[config.mk]
export PLATFORM = sky130hd
export DESIGN_NAME = hs3_fifo
export DESIGN_NICKNAME = d
export VERILOG_FILES = /design/src/design/hs3_fifo.sv
export VERILOG_INCLUDE_DIRS = /design/src /design/src/design
export SDC_FILE = /design/constraint.sdc
export NUM_CORES = 1
export LEC_CHECK = 0
export BUFFER_PORTS_ARGS = -buffer_cell sky130_fd_sc_hd__buf_2
export CAP_MARGIN = 15
export CORE_MARGIN = 1
export CORE_UTILIZATION = 55
export DETAILED_ROUTE_END_ITERATION = 8
export HOLD_SLACK_MARGIN = 0.08
export PLACE_DENSITY = 0.79
export SYNTH_ARGS = -nofsm -noshare
export SYNTH_HDL_FRONTEND = slang
export SYNTH_SLANG_ARGS = --single-unit
export TNS_END_PERCENT = 5
[constraint.sdc]
create_clock -name clock -period 3 [get_ports clock]
set_input_delay 0.15 -clock clock [delete_from_list [all_inputs] [get_ports clock]]
set_output_delay 0.15 -clock clock [all_outputs]
set_load 0.005 [all_outputs]
[src/design/assert_macros.svh]
// Assertion macros shared by the heat stencil modules.
// No dependencies; the checks compile away when SYNTHESIS is defined.
`ifndef ASSERT_MACROS_SVH
`define ASSERT_MACROS_SVH
`ifndef SYNTHESIS
`define HS3_ASSERT(lbl, clk, rst, prop, msg) \
   lbl: assert property (@(posedge clk) disable iff (rst) prop) else $error(msg);
`define HS3_ASSERT_ALWAYS(lbl, clk, prop, msg) \
   lbl: assert property (@(posedge clk) prop) else $error(msg);
`else
`define HS3_ASSERT(lbl, clk, rst, prop, msg)
`define HS3_ASSERT_ALWAYS(lbl, clk, prop, msg)
`endif
`endif

[src/design/hs3_fifo.sv]
// Small register queue used between the front and back and for results.
// Depends on assert_macros.svh.
`include "assert_macros.svh"
module hs3_fifo #(
   parameter int WIDTH = 8,
   parameter int DEPTH = 4
) (
   input  logic             clock,
   input  logic             reset,
   input  logic             push,
   input  logic [WIDTH-1:0] push_data,
   output logic             full,
   input  logic             pop,
   output logic [WIDTH-1:0] pop_data,
   output logic             empty
);

   localparam int PTR_BITS = (DEPTH > 1) ? $clog2(DEPTH) : 1;
   localparam int CNT_BITS = $clog2(DEPTH + 1);

   logic [WIDTH-1:0]    mem_ff [DEPTH];
   logic [PTR_BITS-1:0] wr_ptr_ff, wr_ptr_in;
   logic [PTR_BITS-1:0] rd_ptr_ff, rd_ptr_in;
   logic [CNT_BITS-1:0] count_ff, count_in;
   logic                do_push, do_pop;

   assign full     = (count_ff == CNT_BITS'(DEPTH));
   assign empty    = (count_ff == '0);
   assign pop_data = mem_ff[rd_ptr_ff];
   assign do_push  = push && !full;
   assign do_pop   = pop && !empty;

   // Pointer and occupancy update.
   always_comb begin
      wr_ptr_in = wr_ptr_ff;
      rd_ptr_in = rd_ptr_ff;
      count_in  = count_ff;
      if (do_push) begin
         wr_ptr_in = (wr_ptr_ff == PTR_BITS'(DEPTH - 1)) ? '0 : wr_ptr_ff + PTR_BITS'(1);
      end
      if (do_pop) begin
         rd_ptr_in = (rd_ptr_ff == PTR_BITS'(DEPTH - 1)) ? '0 : rd_ptr_ff + PTR_BITS'(1);
      end
      if (do_push && !do_pop) begin
         count_in = count_ff + CNT_BITS'(1);
      end else if (do_pop && !do_push) begin
         count_in = count_ff - CNT_BITS'(1);
      end
   end

   always_ff @(posedge clock) begin
      if (reset) begin
         wr_ptr_ff <= '0;
         rd_ptr_ff <= '0;
         count_ff  <= '0;
      end else begin
         wr_ptr_ff <= wr_ptr_in;
         rd_ptr_ff <= rd_ptr_in;
         count_ff  <= count_in;
      end
   end

   // Entry storage needs no reset.
   always_ff @(posedge clock) begin
      if (do_push) begin
         mem_ff[wr_ptr_ff] <= push_data;
      end
   end

   `HS3_ASSERT(a_fifo_no_overflow, clock, reset, !(push && full), "push into a full queue")
   `HS3_ASSERT(a_fifo_count_bound, clock, reset, count_ff <= CNT_BITS'(DEPTH), "queue count out of range")
   `HS3_ASSERT(a_fifo_count_up, clock, reset, (do_push && !do_pop) |=> (count_ff == $past(count_ff) + CNT_BITS'(1)), "queue count did not advance")

endmodule

==> flow_summary.toml <==
[outcome]
status = "finished with violations"
violations_in_the_final_reports = "design-rule violations"

[synthesis]
synthesis.area_per_instance_um2 = 17.9
synth_enable_flop_cells = 32
syn_nets = 111
post_synth_main_area_contributors = "sky130_fd_sc_hd__edfxtp_1 (58%), sky130_fd_sc_hd__dfxtp_1 (11%), sky130_fd_sc_hd__mux4_2 (11%)"
synth.yosys.warnings = 0
cell_area_synth_mm2 = 0.00165
mapped_cells = 92
ys_seq_area_share_pct = 69.4
yosys_register_bits = 41
dominantRegCellSynth = "sky130_fd_sc_hd__edfxtp_1"
fraction_of_registers_with_async_set_or_reset_after_synthesis_pct = 0
number_of_distinct_standard_cells_referenced_by_the_synthesized_netlist = 26
synth_top_area_share_pct = 58.4
synth_area_leader_cell = "sky130_fd_sc_hd__edfxtp_1"

[cells_and_area]
design.final.nets = 144
layout-drive-gt1-share_pct = 35.7
final_common_cell = "sky130_fd_sc_hd__edfxtp_1"
layout-area-overhead-vs-synth_pct = 15.9
utilization_pct = 68.0
highest_count_cells_in_the_layout_ignoring_fill_and_taps = "sky130_fd_sc_hd__edfxtp_1 (32), sky130_fd_sc_hd__buf_2 (21), sky130_fd_sc_hd__dfxtp_1 (9), sky130_fd_sc_hd__dlygate4sd3_1 (9), sky130_fd_sc_hd__mux4_2 (8)"
count_of_inserted_antenna_diode_cells = 0

[floorplanning]
initial_core_util_pct = 58.7
core.rowCount = 19
floorplan.die.width_um = 56.7
core_area_mm2 = 0.00281
die_area_mm2 = 0.00321
floorplan.io_pins = 22
chipHeight_um = 56.7

[timing]
timing.hold.ws_ns = 0.121
grt_setup_unrepaired = "false"
period_needed_ns = 2.38
timing.final.setup_violations = 0
timing.final.ws_setup_ns = 0.618
finalHoldViolCount = 0
worst_slew_margin_rel_pct = 63.5
timing.setup.tns_ns = 0
finalCritPeriodShare_pct = 79.4
slew_viol_final = 0
clock_skew_ns = 0.00405
achievable-frequency_mhz = 420
worstMarginPinSlew_ns = 0.547

[power]
power_density_mw_per_mm2 = 707
sequentialPowerShare_pct = 56.4
switching_power_uw = 376
comb_power_share_pct = 25.1
power_leakage_uw = 0.000716
switching_share_pct = 27.9
pwr-share-clk_pct = 18.5
post-layout-total-power_uw = 1350
vdd_drop_max_mv = 0.504
cell_internal_pwr_uw = 972

[critical_path]
crit_family = "simple AND/OR/NAND/NOR gates"
critical-path-max-stage-delay_ns = 0.46
cpMaxStageDelayCell = "sky130_fd_sc_hd__dfxtp_1"
critical_path_required_ns = 3.28
path_class = "reg -> reg"
crit_buf_inv = 2
worstPathCellList = "or3b_1 -> clkinv_4 -> nor2_2 -> ha_1 -> inv_1 -> fa_1 -> xor2_1 -> or3_2 -> a21oi_1"
critical_path_peak_fanout = 7
critPathArrivalTime_ns = 2.66
worst_setup_path_end_kind = "flip-flop"
startpoint_type = "flip-flop"

[flow_run]
max_cap_violations = 0

[grt]
grt_pass1_vias = 851
grt_overflow = 0
all_layer_global_routing_usage_pct = 17.6
maximum_number_of_pins_on_one_net_before_global_route_repair = 13
number_of_antenna_violations_at_the_first_check_in_global_routing = 0
grt_first_pass_wirelength_um = 4020

[detailed_routing]
met2_length_um = 1250
met1_length_um = 1070
detailedRoute.firstPassIterationCount = 6
detail_route.wirelength_um = 2430
routed.top_layer = "met4"
vias_per_cell = 5.45
dr_wl_met3_um = 86
vias = 855
wl_per_instance_um = 15.5
postRouteAntennaNets = 0
route.detailed.drc = 2
drt-initial-drc-count = 17

[clock_network]
cts-htree-levels = 2
clk_root_buffer_cell = "sky130_fd_sc_hd__clkbuf_4"
insertion_delay_ns = 0.33
cts.reportedPaths.clkPinSlew_ns = 0.11
numClockSinks = 41
cts_resized = 0
max-clock-path-buffers = 2
numCtsBuffers = 5
clock_tree_from_tritoncts = "yes"

[place]
place.gp.congestion = 0.750
place.port_buffers = 21
pre_cts_ws_ns = 0.624
post-dp-hpwl_um = 1750

[hold_path]
worst_min_delay_path_category = "in -> reg"
==> kinds of logic after synthesis <==
family          share of synthesized area, %
flops                                   69.4
fa+ha+maj                               5.78
simple gates                            5.70
buf+inv                                 2.89
mux                                     12.2
compound gates                          3.04
xor+xnor                                1.06
==> layout make-up <==
type,count,area [µm²]
Sequential cell,41,1140
Fill cell,180,898
Multi-Input combinational cell,42,457
Timing Repair Buffer,30,195
Clock buffer,6,41.3
Tap cell,31,38.8
Inverter,5,23.8
Clock inverter,2,10.0
==> state kept, by name, indices dropped and copies added (netlist names), named ones only <==
register and flops:
count_ff 3, mem_ff 32, rd_ptr_ff 2, wr_ptr_ff 2
==> worst register-to-register path: stages, from the launching register on <==
cell and delay [ns]:
sky130_fd_sc_hd__dfxtp_1 0.46, sky130_fd_sc_hd__or3b_1 0.31, sky130_fd_sc_hd__clkinv_4 0.09, sky130_fd_sc_hd__nor2_2 0.13, sky130_fd_sc_hd__ha_1 0.20, sky130_fd_sc_hd__inv_1 0.07
sky130_fd_sc_hd__fa_1 0.37, sky130_fd_sc_hd__xor2_1 0.16, sky130_fd_sc_hd__or3_2 0.40, sky130_fd_sc_hd__a21oi_1 0.14
==> what timing repair did <==
action                                 in CTS  in global routing
endpoints found under the hold margin      33                  0
hold buffers                                9                  0
setup buffers                               0                  0
==> power groups by stage <==
| stage | clock network, µW | logic (µW) | registers, µW |
|---|---|---|---|
| 2_1_floorplan | 0 | 265 | 736 |
| 3_3_place_gp | 0 | 322 | 770 |
| 3_5_place_dp | 0 | 331 | 777 |
| 4_1_cts | 258 | 342 | 764 |
| 5_1_grt | 282 | 373 | 773 |
| 6_report | 250 | 338 | 760 |
==> cell usage after synthesis, types with 2 or more instances <==
cell,n
sky130_fd_sc_hd__a21oi_1,3
sky130_fd_sc_hd__and3_2,4
sky130_fd_sc_hd__dfxtp_1,9
sky130_fd_sc_hd__edfxtp_1,32
sky130_fd_sc_hd__ha_1,6
sky130_fd_sc_hd__inv_1,4
sky130_fd_sc_hd__mux2i_1,2
sky130_fd_sc_hd__mux4_2,8
sky130_fd_sc_hd__nand3_1,2
sky130_fd_sc_hd__nor2_1,3
sky130_fd_sc_hd__nor3_1,2
sky130_fd_sc_hd__o31ai_2,2
sky130_fd_sc_hd__xor2_1,2
==> through the flow <==
stage / cell area (µm²) / std cells
after floorplan: 1650 / 92
after global placement: 1770 / 140
after detailed placement: 1770 / 140
after CTS: 1910 / 157
after global routing: 1910 / 157
final: 1910 / 157
==> layer usage <==
layer,vias to the layer above,track usage [%]
met5,-,0
met4,0,6.43
met3,3,5.07
met2,16,30.3
met1,416,21.0
li1,420,-
==> final timing paths <==
check | from | to | slack (ns) | cells past startpoint
worst max-delay path | count_ff[0]$_SDFFE_PP0P_ | count_ff[2]$_SDFFE_PP0P_ | 0.62 | 9
worst min-delay path | push | wr_ptr_ff[1]$_SDFFE_PP0P_ | 0.12 | 3
worst max register to register | count_ff[0]$_SDFFE_PP0P_ | count_ff[2]$_SDFFE_PP0P_ | 0.62 | 9
worst min register to register | rd_ptr_ff[0]$_SDFFE_PP0P_ | flip-flop | 0.52 | 2
No activity file was read; power rests on OpenSTA's default activity.
