<file path="config.mk">
export PLATFORM = sky130hd
export DESIGN_NAME = hs3_front
export DESIGN_NICKNAME = d
export VERILOG_FILES = /design/src/design/assert_macros.svh /design/src/design/hs3_pkg.sv /design/src/design/hs3_front.sv
export SDC_FILE = /design/constraint.sdc
export NUM_CORES = 1
export LEC_CHECK = 0
export ABC_AREA = 0
export BUFFER_PORTS_ARGS = -buffer_cell sky130_fd_sc_hd__buf_4
export CAP_MARGIN = 20
export CELL_PAD_IN_SITES_DETAIL_PLACEMENT = 1
export CELL_PAD_IN_SITES_GLOBAL_PLACEMENT = 1
export CORE_ASPECT_RATIO = 0.5
export CORE_MARGIN = 2
export CORE_UTILIZATION = 37
export DETAILED_ROUTE_END_ITERATION = 12
export PLACE_DENSITY = 0.95
export SYNTH_ARGS = -nofsm -noshare
export SYNTH_HDL_FRONTEND = slang
export SYNTH_SLANG_ARGS = --single-unit
export TNS_END_PERCENT = 1
</file>
<file path="constraint.sdc">
create_clock -name clock -period 21.8 [get_ports clock]
set_clock_uncertainty 0.05 [all_clocks]
set_input_delay 3.27 -clock clock [delete_from_list [all_inputs] [get_ports clock]]
set_output_delay 3.27 -clock clock [all_outputs]
set_load 0.01 [all_outputs]
</file>
<file path="src/design/assert_macros.svh">
// Assertion macros shared by the heat stencil modules.
// No dependencies; the checks compile away when SYNTHESIS is defined.
`ifndef ASSERT_MACROS_SVH
`define ASSERT_MACROS_SVH
`ifndef SYNTHESIS
`define HS3_ASSERT(lbl, clk, rst, prop, msg) \
   lbl: assert property (@(posedge clk) disable iff (rst) prop) else $error(msg);
`define HS3_ASSERT_ALWAYS(lbl, clk, prop, msg) \
   lbl: assert property (@(posedge clk) prop) else $error(msg);
`else
`define HS3_ASSERT(lbl, clk, rst, prop, msg)
`define HS3_ASSERT_ALWAYS(lbl, clk, prop, msg)
`endif
`endif

</file>
<file path="src/design/hs3_pkg.sv">
// Types, constants and helper functions of the 3D heat stencil unit.
// No dependencies; hs3_front, hs3_back and the top unit import it.
package hs3_pkg;

   localparam int SAMPLE_BITS    = 32;
   localparam int FRAC_BITS      = 16;
   localparam int COEFF_BITS     = 18;
   localparam int XSIZE_BITS     = 7;
   localparam int YSIZE_BITS     = 7;
   localparam int ZSIZE_BITS     = 11;
   localparam int CSR_INDEX_BITS = 3;
   localparam int CSR_DATA_BITS  = 18;

   localparam int DEF_MAX_X = 64;
   localparam int DEF_MAX_Y = 64;
   localparam int DEF_MAX_Z = 1024;

   localparam int CMD_DEPTH = 4;
   localparam int RSP_DEPTH = 8;

   localparam logic [XSIZE_BITS-1:0] X_SIZE_RESET = 7'd64;
   localparam logic [YSIZE_BITS-1:0] Y_SIZE_RESET = 7'd64;
   localparam logic [ZSIZE_BITS-1:0] Z_SIZE_RESET = 11'd64;
   localparam logic signed [COEFF_BITS-1:0] CENTER_COEFF_RESET = 18'sd26214;
   localparam logic signed [COEFF_BITS-1:0] NEIGHBOR_COEFF_RESET = 18'sd6554;

   // Register indexes of the configuration port.
   typedef enum logic [CSR_INDEX_BITS-1:0] {
      CSR_X_SIZE       = 3'd0,
      CSR_Y_SIZE       = 3'd1,
      CSR_Z_SIZE       = 3'd2,
      CSR_CENTER_COEFF = 3'd3,
      CSR_X_COEFF      = 3'd4,
      CSR_Y_COEFF      = 3'd5,
      CSR_Z_COEFF      = 3'd6
   } csr_index_type;

   typedef struct packed {
      logic signed [SAMPLE_BITS-1:0] sample;
      logic                          volume_start;
   } req_type;

   typedef struct packed {
      logic signed [SAMPLE_BITS-1:0] updated_value;
      logic                          last_point;
   } rsp_type;

   typedef struct packed {
      logic        [XSIZE_BITS-1:0] x_size;
      logic        [YSIZE_BITS-1:0] y_size;
      logic        [ZSIZE_BITS-1:0] z_size;
      logic signed [COEFF_BITS-1:0] center_coeff;
      logic signed [COEFF_BITS-1:0] x_coeff;
      logic signed [COEFF_BITS-1:0] y_coeff;
      logic signed [COEFF_BITS-1:0] z_coeff;
   } cfg_type;

   // A size of zero acts as one; a size above the maximum acts as the maximum.
   function automatic int unsigned eff_size(int unsigned v, int unsigned max);
      if (v == 0) begin
         return 1;
      end
      return (v > max) ? max : v;
   endfunction

   // Width of one command word: sample, five addresses and seven flags.
   function automatic int cmd_bits(int aw);
      return SAMPLE_BITS + 5 * aw + 7;
   endfunction

endpackage

</file>
<file path="src/design/hs3_front.sv">
// Front of the heat stencil: accepts samples, tracks the raster position and
// emits one store/compute command per sample up to the top ghost plane. Depends on hs3_pkg.
module hs3_front
   import hs3_pkg::*;
#(
   parameter int MAX_X = DEF_MAX_X,
   parameter int MAX_Y = DEF_MAX_Y,
   parameter int MAX_Z = DEF_MAX_Z
) (
   input  logic    clock,
   input  logic    reset,
   input  cfg_type cfg,
   input  logic    req_push,
   input  req_type req_data,
   input  logic    cmd_full,
   output logic    cmd_push,
   output logic [cmd_bits((MAX_X * MAX_Y > 1) ? $clog2(MAX_X * MAX_Y) : 1)-1:0] cmd_data
);

   localparam int CW  = (MAX_X > 1) ? $clog2(MAX_X) : 1;
   localparam int RW  = (MAX_Y > 1) ? $clog2(MAX_Y) : 1;
   localparam int XSW = $clog2(MAX_X + 1);
   localparam int YSW = $clog2(MAX_Y + 1);
   localparam int ZSW = $clog2(MAX_Z + 1);
   localparam int PW  = $clog2(MAX_Z + 3);
   localparam int AW  = (MAX_X * MAX_Y > 1) ? $clog2(MAX_X * MAX_Y) : 1;

   typedef struct packed {
      logic signed [SAMPLE_BITS-1:0] sample;
      logic [AW-1:0] addr_c;
      logic [AW-1:0] addr_e;
      logic [AW-1:0] addr_w;
      logic [AW-1:0] addr_n;
      logic [AW-1:0] addr_s;
      logic bnd_e;
      logic bnd_w;
      logic bnd_n;
      logic bnd_s;
      logic has_result;
      logic last_point;
      logic store_sel;
   } cmd_type;

   logic [CW-1:0]     col_ff, col_in, col_cur;
   logic [RW-1:0]     row_ff, row_in, row_cur;
   logic [PW-1:0]     plane_ff, plane_in, plane_cur;
   logic              sel_ff, sel_in, sel_cur;
   logic [XSW-1:0]    xs;
   logic [YSW-1:0]    ys;
   logic [ZSW-1:0]    zs;
   logic [PW-1:0]     zs1;
   logic [RW+XSW:0]   idx_full;
   logic [AW-1:0]     idx, xs_step;
   logic              accept, live, col_last, row_last;
   cmd_type           cmd;

   // Sizes in force, clamped to the supported range.
   assign xs  = XSW'(eff_size(32'(cfg.x_size), MAX_X));
   assign ys  = YSW'(eff_size(32'(cfg.y_size), MAX_Y));
   assign zs  = ZSW'(eff_size(32'(cfg.z_size), MAX_Z));
   assign zs1 = PW'(zs) + PW'(1);

   // A volume start restarts the raster at the bottom ghost plane.
   assign col_cur   = req_data.volume_start ? '0 : col_ff;
   assign row_cur   = req_data.volume_start ? '0 : row_ff;
   assign plane_cur = req_data.volume_start ? '0 : plane_ff;
   assign sel_cur   = req_data.volume_start ? 1'b0 : sel_ff;

   assign accept   = req_push && !cmd_full;
   assign live     = (plane_cur <= zs1);
   assign col_last = (XSW'(col_cur) + XSW'(1)) >= xs;
   assign row_last = (YSW'(row_cur) + YSW'(1)) >= ys;

   assign idx_full = row_cur * xs + col_cur;
   assign idx      = idx_full[AW-1:0];
   assign xs_step  = AW'(xs);

   // Command for the back: addresses, edge flags and result marking.
   always_comb begin
      cmd.sample     = req_data.sample;
      cmd.addr_c     = idx;
      cmd.addr_e     = idx + AW'(1);
      cmd.addr_w     = idx - AW'(1);
      cmd.addr_n     = idx + xs_step;
      cmd.addr_s     = idx - xs_step;
      cmd.bnd_e      = col_last;
      cmd.bnd_w      = (col_cur == '0);
      cmd.bnd_n      = row_last;
      cmd.bnd_s      = (row_cur == '0);
      cmd.has_result = (plane_cur >= PW'(2));
      cmd.last_point = (plane_cur == zs1) && row_last && col_last;
      cmd.store_sel  = sel_cur;
   end

   assign cmd_push = accept && live;
   assign cmd_data = cmd;

   // Raster counters; samples past the top ghost plane leave them alone.
   always_comb begin
      col_in   = col_ff;
      row_in   = row_ff;
      plane_in = plane_ff;
      sel_in   = sel_ff;
      if (accept && live) begin
         col_in   = col_last ? '0 : col_cur + CW'(1);
         row_in   = row_cur;
         plane_in = plane_cur;
         sel_in   = sel_cur;
         if (col_last) begin
            row_in = row_last ? '0 : row_cur + RW'(1);
            if (row_last) begin
               plane_in = plane_cur + PW'(1);
               sel_in   = !sel_cur;
            end
         end
      end
   end

   always_ff @(posedge clock) begin
      if (reset) begin
         col_ff   <= '0;
         row_ff   <= '0;
         plane_ff <= '0;
         sel_ff   <= 1'b0;
      end else begin
         col_ff   <= col_in;
         row_ff   <= row_in;
         plane_ff <= plane_in;
         sel_ff   <= sel_in;
      end
   end

endmodule

</file>
==> impl_metrics.toml <==
[clock_tree]
cts_resized = 0
cts_setup_buffers = 0
clkTransAtPathRegs_ns = 0.06
htree_levels = 1
cts_buffer_depth = 2
cts_tree = "done"
cts_buffers = 3
hold_buffers = 0
clk_latency_ns = 0.26
cts-root-buf = "clkbuf_16"
clock-sinks = 24

[sta]
period_share_pct = 60.2
fin_crit_ns = 13.13
setup_tns_ns = 0
setup_viol = 0
slew_headroom_pct = 60.1
worst_pin_slew_ns = 0.594
rsz0062_at_grt = "no"
drv_slew = 0
fmax_mhz = 76.2
worst_slack_ns = 8.67
finalHoldViolCount = 0

[power]
comb_power_share_pct = 52.1
p_switching_uw = 71.9
power_density_nw_per_um2 = 31.4
p_leak_nw = 2.90
total_power_uw = 188
p_int_uw = 116
pwr-share-clk_pct = 23.6
ir_drop_v = 0.0000204
seqPwrFrac_pct = 24.3
p_sw_share_pct = 38.3

[layout]
final_cells = 938
fill_cells = 1767
drive_gt1_share_pct = 15.7
syn_to_final_growth_pct = 13.4
antennaDiodeCount = 0
final_net_count = 985
stdcell_area_um2 = 5970

[synthesis]
synth_top_area_cell = "ha_1"
syn_nets = 938
synth.most_common_cell = "ha_1"
synth_area_per_cell_um2 = 7.53
yosysUniqueCellTypes = 61
ys_async_sr_fraction_pct = 0
synth_top_area_share_pct = 18.8
synth_common_cells = "79 x ha_1, 70 x nand2_1, 65 x nor2_1"
netlist_top_cells_area = "ha_1 19%, fa_1 9.5%, dfxtp_1 9.1%"
synth-edff-count = 0
yosysWarningCount = 0
netlist_area_um2 = 5270
synthFlopType = "dfxtp_1"
netlist_instances = 700
ys_seq_area_share_pct = 9.12
ys_ff_latch = 24

[detailed_routing]
finalWirelength_um = 16700
route.detailed.drc = 0
drt_iter0_markers = 271
dr.pass1.iters = 4
ant_nets = 0
viasPerCell = 5.53
vias = 5189
routedWlPerCell_um = 17.8

[critical_path]
cp-start-kind = "primary input"
cp-end-kind = "output port"
path_max_fanout = 6
critPathArrivalTime_ns = 9.81
critical_path_class = "in2out"
critical_path_required_ns = 18.48
r2r_cells = 15

[placed_design]
port_buffers = 97
place_area_um2 = 5890
place_ws_ns = 8.64
gp_congestion = 0.857
dp_hpwl_um = 13800
placedCellCount = 934

[job]
maxCapViolations = 0

[grt]
grt_usage_pct = 21.7
grt_pass1_wl_um = 27200
overflow = 0
grt_start_max_net_pins = 31
grt_pass1_vias = 5501
antenna_found_initial = 0

[run_status]
status = "finished clean"

[floorplanning]
fp.coreArea_um2 = 13700
die-area_um2 = 15300
rows = 30
die_x_um = 173
start_util_pct = 38.4
num_io_pins = 234
fp.dieH_um = 88.4

[min_path]
hold_class = "reg2reg"
holdPathStages = 2
[per-layer routing]
metal,vias to the layer above,wire [µm],global-route usage [%],share of wire (%)
li1,2439,-,-,-
met1,2555,7000,25.4,42
met2,145,8450,41.7,51
met3,50,773,2.49,4.6
met4,0,453,8.47,2.7
met5,-,0,0,0
[per-stage QoR]
step                hold slack, ns  util, %
CTS                          0.422     43.5
floorplan                    0.386        -
detailed placement           0.413     42.8
global placement             0.398     42.8
global route                 0.447     43.5
finish                       0.416     43.5
[power by group through the flow]
stage	Combinational (mW)	Sequential (mW)	Clock, mW
2_1_floorplan	0.0627	0.0463	0
3_3_place_gp	0.0927	0.0465	0
3_5_place_dp	0.0977	0.0466	0
4_1_cts	0.0981	0.0456	0.0450
5_1_grt	0.107	0.0457	0.0474
6_report	0.0978	0.0456	0.0442
[worst paths after layout]
check | endpoint | start | slack (ns)
worst max register to register | plane_ff[8]$_SDFFE_PP0P_ | row_ff[0]$_SDFFE_PP0P_ | 17.87
worst min register to register | col_ff[2]$_SDFFE_PP0P_ | col_ff[2]$_SDFFE_PP0P_ | 0.42
worst min-delay path | col_ff[2]$_SDFFE_PP0P_ | col_ff[2]$_SDFFE_PP0P_ | 0.42
worst max-delay path | cmd_data[18] | cfg[93] | 8.67
[flip-flops by register name, indices dropped and copies added (netlist names)]
| register | flops |
|---|---|
| plane_ff | 11 |
| col_ff | 6 |
| row_ff | 6 |
| sel_ff | 1 |
[final cells by class]
type | instances | area, µm² | share of cell area (%)
Clock buffer | 4 | 88.8 | 1.49
Inverter | 63 | 236 | 3.96
Multi-Input combinational cell | 556 | 4190 | 70.1
Sequential cell | 24 | 480 | 8.04
Tap cell | 192 | 240 | 4.02
Timing Repair Buffer | 99 | 743 | 12.4
[kinds of logic after synthesis]
group                    share of synthesized area [%]
adder cells (fa/ha/maj)                           28.3
multiplexers                                     0.950
XOR/XNOR                                          10.8
flip-flops                                        9.12
AND/OR/NAND/NOR                                   25.8
buffers and inverters                             11.4
AO/OA/AOI/OAI                                     13.7
[cell usage in the layout (no fill, tap or decap), types with 3 or more instances in the layout]
cell type	Yosys	routed
fa_1	25	25
nand4_1	12	12
or3_1	6	6
mux2i_1	5	5
o211ai_1	4	4
or4_1	9	9
dfxtp_1	24	24
xor2_1	14	14
nand3_1	30	30
nor2b_1	34	34
and3_1	8	8
nand2_1	70	70
a21oi_2	3	3
buf_4	37	99
o31ai_1	5	5
nand2b_1	8	8
clkinv_1	3	3
ha_1	79	79
xnor2_1	47	47
inv_1	58	58
clkbuf_16	0	3
a311oi_1	5	5
o21ai_0	13	13
a21o_1	6	6
a31oi_1	8	8
and2_1	5	5
nor2_1	65	65
o21bai_1	5	5
o21a_1	3	3
nor3_1	14	14
a21oi_1	33	33
o21ai_1	6	6
nor4_1	5	5
[critical path: stages]
cell,delay (ns)
buf_4,0.11
or4_1,0.51
nor2_1,0.10
o21ai_1,0.19
inv_1,0.23
nand3_1,0.14
fa_1,0.55
fa_1,0.56
inv_1,0.06
fa_1,0.54
inv_1,0.06
fa_1,0.54
inv_1,0.04
ha_1,0.38
xnor2_1,0.50
inv_1,0.25
ha_1,0.27
or4_1,0.54
a21oi_1,0.27
nand3b_1,0.17
nor3_1,0.20
xor2_1,0.17
buf_4,0.14
No activity file was read; power rests on OpenSTA's default activity.
